`config.mk`:
```
export PLATFORM = sky130hd
export DESIGN_NAME = rational_mixed_fraction_alu
export DESIGN_NICKNAME = d
export VERILOG_FILES = /design/src/rmf_pkg.sv /design/src/rmf_front.sv /design/src/rmf_queue.sv /design/src/rmf_back.sv /design/src/rational_mixed_fraction_alu.sv
export SDC_FILE = /design/constraint.sdc
export NUM_CORES = 2
export LEC_CHECK = 0
export BUFFER_PORTS_ARGS = -buffer_cell sky130_fd_sc_hd__buf_2
export CAP_MARGIN = 25
export CORE_ASPECT_RATIO = 1.2
export CORE_MARGIN = 1.5
export CORE_UTILIZATION = 60
export DETAILED_ROUTE_END_ITERATION = 10
export GPL_TIMING_DRIVEN = 1
export PLACE_DENSITY = 0.86
export SYNTH_ARGS = -nofsm -noshare
export SYNTH_HDL_FRONTEND = slang
export SYNTH_SLANG_ARGS = --single-unit
```
`constraint.sdc`:
```
create_clock -name clk_i -period 15.15 [get_ports clk_i]
set_clock_uncertainty 0.2 [all_clocks]
set_input_delay 3.03 -clock clk_i [delete_from_list [all_inputs] [get_ports clk_i]]
set_output_delay 3.03 -clock clk_i [all_outputs]
set_load 0.02 [all_outputs]
```
`src/rmf_pkg.sv`:
```
// shared types and constants for the fraction alu
package rmf_pkg;

  localparam int unsigned FieldWidth = 16;
  localparam int unsigned ProdWidth  = 2 * FieldWidth;
  localparam int unsigned NumWidth   = ProdWidth + 1;
  localparam int unsigned WholeWidth = 33;
  localparam int unsigned RemWidth   = 32;
  localparam int unsigned DenWidth   = 31;
  localparam int unsigned QueueDepth = 2;
  localparam int unsigned CntWidth   = $clog2(NumWidth + 1);

  typedef enum logic [1:0] {
    OpAdd = 2'd0,
    OpSub = 2'd1,
    OpMul = 2'd2,
    OpDiv = 2'd3
  } op_e;

  // classified request handed from front to back
  typedef struct packed {
    logic                err;
    logic                neg;
    logic [NumWidth-1:0] nmag;
    logic [ProdWidth-1:0] dmag;
  } job_t;

  typedef struct packed {
    logic push;
    logic full;
  } q_ctl_t;

endpackage

```
`src/rmf_front.sv`:
```
// front end: accepts a request and forms the signed cross products
module rmf_front import rmf_pkg::*; (
  input  logic                  clk_i,
  input  logic                  rst_ni,
  input  logic                  start_i,
  input  logic [1:0]            op_i,
  input  logic [FieldWidth-1:0] a_num_i,
  input  logic [FieldWidth-1:0] a_den_i,
  input  logic [FieldWidth-1:0] b_num_i,
  input  logic [FieldWidth-1:0] b_den_i,
  input  logic                  q_full_i,
  output logic                  busy_o,
  output logic                  push_o,
  output job_t                  job_o
);

  logic                  st1_q, st1_d;
  logic                  st2_q, st2_d;
  op_e                   op_q;
  logic [FieldWidth-1:0] an_q, ad_q, bn_q, bd_q;
  logic                  err_q;
  logic [ProdWidth-1:0]  m1_q, m2_q;
  logic [ProdWidth-1:0]  m1, m2;
  logic [FieldWidth-1:0] x1, y1, x2, y2;
  logic                  s1_q, s2_q, dneg_q;
  logic                  s1, s2, dneg;
  logic [ProdWidth-1:0]  dm_q, dm;
  logic [FieldWidth-1:0] dx, dy;
  logic                  accept;
  logic                  e_an, e_ad, e_bn, e_bd;

  function automatic logic [FieldWidth-1:0] mag_f(input logic [FieldWidth-1:0] v);
    mag_f = v[FieldWidth-1] ? (~v + 1'b1) : v;
  endfunction

  assign busy_o = st1_q | st2_q;
  assign accept = start_i & ~busy_o;
  assign e_an = an_q[FieldWidth-1];
  assign e_ad = ad_q[FieldWidth-1];
  assign e_bn = bn_q[FieldWidth-1];
  assign e_bd = bd_q[FieldWidth-1];

  // operand selection per operation
  always_comb begin
    x1 = mag_f(an_q);
    y1 = mag_f(bd_q);
    x2 = mag_f(bn_q);
    y2 = mag_f(ad_q);
    dx = mag_f(ad_q);
    dy = mag_f(bd_q);
    s1 = e_an ^ e_bd;
    s2 = (e_bn ^ e_ad) ^ (op_q == OpSub);
    dneg = e_ad ^ e_bd;
    unique case (op_q)
      OpMul: begin
        y1 = mag_f(bn_q);
        s1 = e_an ^ e_bn;
      end
      OpDiv: begin
        dy = mag_f(bn_q);
        dneg = e_ad ^ e_bn;
      end
      default: ;
    endcase
    m1 = ProdWidth'(x1) * ProdWidth'(y1);
    m2 = ProdWidth'(x2) * ProdWidth'(y2);
    dm = ProdWidth'(dx) * ProdWidth'(dy);
  end

  // stage two: combine the products
  always_comb begin
    job_o.err = err_q;
    job_o.dmag = dm_q;
    job_o.neg = s1_q;
    job_o.nmag = NumWidth'(m1_q);
    if (op_q == OpAdd || op_q == OpSub) begin
      if (s1_q == s2_q) begin
        job_o.nmag = NumWidth'(m1_q) + NumWidth'(m2_q);
      end else if (m1_q >= m2_q) begin
        job_o.nmag = NumWidth'(m1_q - m2_q);
      end else begin
        job_o.neg = s2_q;
        job_o.nmag = NumWidth'(m2_q - m1_q);
      end
    end
    job_o.neg = (job_o.neg ^ dneg_q) & (job_o.nmag != '0);
  end

  assign push_o = st2_q & ~q_full_i;
  assign st1_d = accept;
  assign st2_d = st1_q | (st2_q & q_full_i);

  // request capture and product registers
  always_ff @(posedge clk_i) begin
    if (accept) begin
      op_q <= op_e'(op_i);
      an_q <= a_num_i;
      ad_q <= a_den_i;
      bn_q <= b_num_i;
      bd_q <= b_den_i;
    end
    if (st1_q) begin
      m1_q <= m1;
      m2_q <= m2;
      dm_q <= dm;
      s1_q <= s1;
      s2_q <= s2;
      dneg_q <= dneg;
      err_q <= (ad_q == '0) | (bd_q == '0) | ((op_q == OpDiv) & (bn_q == '0));
    end
  end

  always_ff @(posedge clk_i or negedge rst_ni) begin
    if (!rst_ni) begin
      st1_q <= 1'b0;
      st2_q <= 1'b0;
    end else begin
      st1_q <= st1_d;
      st2_q <= st2_d;
    end
  end

endmodule

```
`src/rmf_queue.sv`:
```
// short queue between classification and the gcd/divide engine
module rmf_queue import rmf_pkg::*; (
  input  logic   clk_i,
  input  logic   rst_ni,
  input  q_ctl_t ctl_i,
  input  job_t   job_i,
  input  logic   pop_i,
  output logic   full_o,
  output logic   valid_o,
  output job_t   job_o
);

  localparam int unsigned PtrW = $clog2(QueueDepth);

  job_t            mem_q [QueueDepth];
  logic [PtrW-1:0] wp_q, rp_q;
  logic [PtrW:0]   cnt_q;

  assign full_o  = (cnt_q == (PtrW+1)'(QueueDepth));
  assign valid_o = (cnt_q != '0);
  assign job_o   = mem_q[rp_q];

  always_ff @(posedge clk_i) begin
    if (ctl_i.push) begin
      mem_q[wp_q] <= job_i;
    end
  end

  // pointers and fill count
  always_ff @(posedge clk_i or negedge rst_ni) begin
    if (!rst_ni) begin
      wp_q <= '0;
      rp_q <= '0;
      cnt_q <= '0;
    end else begin
      if (ctl_i.push) begin
        wp_q <= wp_q + 1'b1;
      end
      if (pop_i) begin
        rp_q <= rp_q + 1'b1;
      end
      cnt_q <= cnt_q + (PtrW+1)'(ctl_i.push) - (PtrW+1)'(pop_i);
    end
  end

endmodule

```
`src/rmf_back.sv`:
```
// back end: euclid gcd by shared restoring divider, reduction and mixed split
module rmf_back import rmf_pkg::*; (
  input  logic                  clk_i,
  input  logic                  rst_ni,
  input  logic                  valid_i,
  input  job_t                  job_i,
  output logic                  pop_o,
  output logic                  done_o,
  output logic [WholeWidth-1:0] whole_o,
  output logic [RemWidth-1:0]   rem_num_o,
  output logic [DenWidth-1:0]   res_den_o,
  output logic                  status_o
);

  typedef enum logic [6:0] {
    StIdle = 7'b0000001,
    StGcd  = 7'b0000010,
    StDivN = 7'b0000100,
    StDivD = 7'b0001000,
    StSplt = 7'b0010000,
    StDiv  = 7'b0100000,
    StOut  = 7'b1000000
  } state_e;

  state_e               state_q, state_d;
  logic                 neg_q;
  logic [NumWidth-1:0]  n_q, d_q, g_q;
  // divider: dividend shifts into quotient, partial remainder in r
  logic [NumWidth-1:0]  dq_q, dv_q, r_q;
  logic [CntWidth-1:0]  cnt_q;
  logic [NumWidth:0]    trial;
  logic [NumWidth-1:0]  r_sh;
  logic                 div_last;

  assign r_sh  = {r_q[NumWidth-2:0], dq_q[NumWidth-1]};
  assign trial = {1'b0, r_sh} - {1'b0, dv_q};
  assign div_last = (cnt_q == CntWidth'(NumWidth - 1));
  assign pop_o = (state_q == StIdle) & valid_i;

  always_comb begin
    state_d = state_q;
    unique case (state_q)
      StIdle: if (valid_i) state_d = job_i.err ? StOut : StGcd;
      StGcd:  if (dv_q == '0) state_d = StDivN;
              else state_d = StDiv;
      StDiv:  if (div_last) state_d = StGcd;
      StDivN: if (div_last) state_d = StDivD;
      StDivD: if (div_last) state_d = StSplt;
      StSplt: if (div_last) state_d = StOut;
      StOut:  state_d = StIdle;
      default: state_d = StIdle;
    endcase
  end

  // datapath
  always_ff @(posedge clk_i) begin
    unique case (state_q)
      StIdle: if (valid_i) begin
        neg_q <= job_i.neg;
        status_o <= job_i.err;
        n_q <= job_i.nmag;
        d_q <= NumWidth'(job_i.dmag);
        // euclid pair (a, b) = (nmag, dmag) held in g/dv
        g_q <= job_i.nmag;
        dq_q <= job_i.nmag;
        dv_q <= NumWidth'(job_i.dmag);
        r_q <= '0;
        cnt_q <= '0;
      end
      StGcd: begin
        cnt_q <= '0;
        r_q <= '0;
        if (dv_q == '0) begin
          dq_q <= n_q;
          dv_q <= g_q;
        end else begin
          dq_q <= g_q;
        end
      end
      default: ;
    endcase
    if (state_q == StDiv || state_q == StDivN || state_q == StDivD ||
        state_q == StSplt) begin
      cnt_q <= cnt_q + 1'b1;
      if (!trial[NumWidth]) begin
        r_q <= trial[NumWidth-1:0];
        dq_q <= {dq_q[NumWidth-2:0], 1'b1};
      end else begin
        r_q <= r_sh;
        dq_q <= {dq_q[NumWidth-2:0], 1'b0};
      end
    end
    if (state_q == StDiv && div_last) begin
      // a <- b, b <- a mod b
      g_q <= dv_q;
      dv_q <= trial[NumWidth] ? r_sh : trial[NumWidth-1:0];
    end
    if (state_q == StDivN && div_last) begin
      n_q <= {dq_q[NumWidth-2:0], ~trial[NumWidth]};
      dq_q <= d_q;
      r_q <= '0;
      cnt_q <= '0;
    end
    if (state_q == StDivD && div_last) begin
      d_q <= {dq_q[NumWidth-2:0], ~trial[NumWidth]};
      dq_q <= n_q;
      dv_q <= {dq_q[NumWidth-2:0], ~trial[NumWidth]};
      r_q <= '0;
      cnt_q <= '0;
    end
    if (state_q == StSplt && div_last) begin
      n_q <= {dq_q[NumWidth-2:0], ~trial[NumWidth]};
      r_q <= trial[NumWidth] ? r_sh : trial[NumWidth-1:0];
    end
    if (state_q == StOut) begin
      if (status_o) begin
        whole_o <= '0;
        rem_num_o <= '0;
        res_den_o <= '0;
      end else begin
        whole_o <= neg_q ? WholeWidth'(~n_q + 1'b1) : WholeWidth'(n_q);
        rem_num_o <= neg_q ? RemWidth'(~r_q + 1'b1) : RemWidth'(r_q);
        res_den_o <= DenWidth'(d_q);
      end
    end
  end

  // state and result strobe
  always_ff @(posedge clk_i or negedge rst_ni) begin
    if (!rst_ni) begin
      state_q <= StIdle;
      done_o <= 1'b0;
    end else begin
      state_q <= state_d;
      done_o <= (state_q == StOut);
    end
  end

endmodule

```
`src/rational_mixed_fraction_alu.sv`:
```
// top level of the fraction alu
// A request is taken when start is high and busy low; busy then stays high while
// the cross products are formed in stages st1 and st2, and longer while the
// two-entry queue is full, after which the front end can take the next request. The
// back end runs euclid's algorithm with one shared bit-serial restoring divider (each
// remainder step is a setup state StGcd and a divide in StDiv), then one more setup
// state and three more divisions (StDivN, StDivD, StSplt) to reduce and split.
// The result appears for one cycle with done_o high and cannot be held off.
module rational_mixed_fraction_alu import rmf_pkg::*; (
  input  logic                  clk_i,
  input  logic                  rst_ni,
  input  logic                  start,
  output logic                  busy,
  input  logic [1:0]            op_i,
  input  logic [FieldWidth-1:0] a_num_i,
  input  logic [FieldWidth-1:0] a_den_i,
  input  logic [FieldWidth-1:0] b_num_i,
  input  logic [FieldWidth-1:0] b_den_i,
  output logic                  done_o,
  output logic [WholeWidth-1:0] whole_o,
  output logic [RemWidth-1:0]   rem_num_o,
  output logic [DenWidth-1:0]   res_den_o,
  output logic                  status_o
);

  q_ctl_t qctl;
  job_t   fjob, bjob;
  logic   q_full, q_valid, pop, fbusy;

  assign busy = fbusy;
  assign qctl.full = q_full;

  rmf_front u_front (
    .clk_i, .rst_ni, .start_i(start), .op_i, .a_num_i, .a_den_i, .b_num_i, .b_den_i,
    .q_full_i(qctl.full), .busy_o(fbusy), .push_o(qctl.push), .job_o(fjob)
  );

  rmf_queue u_queue (
    .clk_i, .rst_ni, .ctl_i(qctl), .job_i(fjob), .pop_i(pop),
    .full_o(q_full), .valid_o(q_valid), .job_o(bjob)
  );

  rmf_back u_back (
    .clk_i, .rst_ni, .valid_i(q_valid), .job_i(bjob), .pop_o(pop),
    .done_o, .whole_o, .rem_num_o, .res_den_o, .status_o
  );

  // never push into a full queue
  assert property (@(posedge clk_i) disable iff (!rst_ni) qctl.push |-> !q_full)
    else $error("push into full queue");

  // never pop an empty queue
  assert property (@(posedge clk_i) disable iff (!rst_ni) pop |-> q_valid)
    else $error("pop from empty queue");

  // an error result carries a zero denominator
  assert property (@(posedge clk_i) disable iff (!rst_ni)
    (done_o && status_o) |-> (res_den_o == '0))
    else $error("error result with nonzero denominator");

endmodule

```
==> impl_metrics.yaml <==
outcome:
  status: "finished, violations left"
  violations: "DRC"
layout:
  drive_gt1_share_pct: 7.57
  final_cells: 7589
  synthToLayoutAreaGrowth_pct: 8.31
  nFillCells: 7501
  final_nets: 7371
  fin_area_um2: 63700
  mostFrequentLayoutCells: "inv_1 (816), nor2_1 (764), nand2_1 (666)"
  final_common_cell: "inv_1"
global_route:
  globalRouteOverflowTotal: 0
  track_usage_pct: 35.8
  grt_pass1_vias: 48151
  antenna_found_initial: 3
  grt_pass1_wl_um: 272000
  grt_max_degree: 74
timing:
  finalHoldViolations: 0
  maxSlewViolCount: 0
  worst_slew_pin_slew_ns: 1.14
  fin_crit_ns: 10.07
  rsz0062_at_grt: "no"
  max-slew-margin-rel_pct: 23.5
  setup_violations: 0
  clock.fmax_mhz: 99.4
  hold_ws_ns: 0.244
  timing.final.crit_share_pct: 66.4
  fin_setup_tns_ns: 0
critical_path:
  cpMostUsedCell: "fa_1"
  critPathArrivalTime_ns: 10.28
  crit_type: "flip-flop to flip-flop"
  critPathLaunchType: "flip-flop"
  crit_slowest_cell: "xnor2_4"
  cp-end-kind: "flip-flop"
  slowest_delay_ns: 0.94
  path_max_fanout: 24
  worstPathRequired_ns: 15.36
yosys:
  synth_compound_area_share_pct: 12.1
  syn_avg_cell_area_um2: 9.54
  synthMuxAreaShare_pct: 1.55
  synthXorXnorAreaFrac_pct: 4.24
  synth_top_area_share_pct: 30.4
  ys_warn_count: 0
  synth_fa_ha_area_share_pct: 29.5
  synth_area_leaders: "edfxtp_1 (30%), fa_1 (20%), ha_1 (9.6%)"
  synth_top_family_by_area: "adder cells"
  async_flop_share_pct: 2.28
  synth_edf_count: 595
  ys_seq_area_share_pct: 31.2
  syn_inst: 6168
  ys_seq_elements: 615
  synth_nets: 7274
  synthDistinctLibCells: 93
  synth_simple_gate_area_share_pct: 14.5
  ys.flop_type: "edfxtp_1"
  netlist_area_um2: 58900
  synth_top_area_cell: "edfxtp_1"
detailed_routing:
  dr.pass1.iters: 11
  antenna_left: 0
  top_layer: "met5"
  met3WireLength_um: 18300
  wl_per_cell_um: 23.6
  via_count: 47599
  first_iter_violations: 5072
  wirelength_met1_um: 60600
  via_per_inst: 6.27
  dr_wl_met2_um: 84100
  drc: 28
  wirelength_um: 179000
floorplanning:
  ios: 168
  rows: 125
  die_area_um2: 100000
  initial_core_util_pct: 60.7
  die_h_um: 346
  design.core.area_um2: 97000
  die_w_um: 289
clock_network:
  cts_resized: 0
  cts_num_sinks: 615
  cts_setup_buffers: 0
  clk_latency_ns: 0.66
  ctsRootBufferMaster: "clkbuf_16"
  cts_inserted_buffers: 67
  htreeDepth: 3
  cts_tree: "done"
  clk_pin_slew_ns: 0.07
  hold_buffers: 0
  clockBufferDepth: 3
place:
  place.gp.congestion: 1.06
  hpwl_um: 136000
  postPlaceCellArea_um2: 61400
  io_buffers: 167
  place_inst: 7462
min_path:
  hold_path.class: "flip-flop to flip-flop"
run:
  cap_violations: 0
path summary, 6_finish.rpt:
path	from	endpoint	slack, ns	cells past startpoint
worst max-delay path	u_front.ad_q[0]$_DFFE_PP_	u_front.dm_q[30]$_DFFE_PP_	5.08	27
worst min-delay path	u_front.dm_q[1]$_DFFE_PP_	u_queue.mem_q[0][1]$_DFFE_PP_	0.24	0
worst max register to register	u_front.ad_q[0]$_DFFE_PP_	u_front.dm_q[30]$_DFFE_PP_	5.08	27
worst min register to register	u_front.dm_q[1]$_DFFE_PP_	u_queue.mem_q[0][1]$_DFFE_PP_	0.24	0
max in group asynchronous	rst_ni	u_back.state_q[0]$_DFFE_PN1P_	12.30	1
min in group asynchronous	rst_ni	u_back.state_q[5]$_DFFE_PN0P_	2.11	1
area by class of cell:
type / count / area [µm²] / area share [%]
tap: 1270 / 1590 / 2.49
antenna: 1 / 2.50 / 0.00393
multi-input combinational: 4470 / 36600 / 57.4
timing repair buffer: 293 / 1770 / 2.78
inverter: 818 / 3070 / 4.82
clock buffer: 76 / 1710 / 2.68
clock inverter: 46 / 649 / 1.02
sequential: 615 / 18300 / 28.8
worst max-delay path: cells and delay by family (launching register included):
kind                       cells  cell delay (ns)
xor gates and xnor gates       2             1.04
and+or+nand+nor                6             0.83
buffers and inverters          4             0.92
AOI/OAI and AO/OA              7             1.93
adders and majority gates      8             3.95
DFF                            1             0.91
cell usage after synthesis (27+ instances only):
cell / instances
fa_1: 586
o31ai_1: 43
xnor2_1: 139
o21a_1: 46
o21ai_0: 224
nand3_1: 58
inv_1: 816
xor2_1: 146
nand2_1: 668
o21ai_1: 27
ha_1: 451
or3_1: 29
or4_1: 33
a211oi_1: 93
o21bai_1: 38
and2_1: 41
clkbuf_1: 230
a22oi_1: 40
nor4_1: 27
nor2b_1: 71
nand2b_1: 38
edfxtp_1: 595
nor3_1: 60
and3_1: 59
mux2i_1: 83
a21oi_1: 359
a21o_1: 66
nor2_1: 768
sequential cells by signal, indices dropped and copies added (netlist names), 7 cells and up:
register          count
u_back.g_q           33
u_front.bn_q         16
u_front.ad_q         16
u_back.r_q           32
u_back.res_den_o     31
u_front.m2_q         32
u_back.state_q        7
u_back.d_q           33
u_back.rem_num_o     32
u_back.dq_q          33
u_queue.mem_q       134
u_front.dm_q         32
u_front.an_q         16
u_front.bd_q         16
u_back.dv_q          33
u_back.whole_o       33
u_front.m1_q         32
u_back.n_q           33
logic make-up (layout without fill, tap and decap cells):
group | count (synthesis) | in the layout
buffers and inverters | 1083 | 1233
and+or+nand+nor | 1937 | 1937
adders and majority gates | 1037 | 1037
muxes | 90 | 90
other | 0 | 1
AOI/OAI and AO/OA | 1121 | 1121
DFF | 615 | 615
xor gates and xnor gates | 285 | 285
layer usage:
layer / GRT usage, % / vias up
met4: 26.5 / 6
met1: 41.3 / 22821
li1: - / 20877
met3: 7.48 / 808
met2: 58.7 / 3087
met5: 0 / -
through the flow:
stage               util (%)  worst slack, ns
detailed placement      63.3             5.41
floorplan                  -             6.82
finish                  65.7             5.08
global route            65.7             4.65
global placement        63.2             5.77
CTS                     65.7             5.35
Power is left out: the tool's default activity adds up to more than one toggle a clock period on the data nets, which glitch-free logic cannot reach.
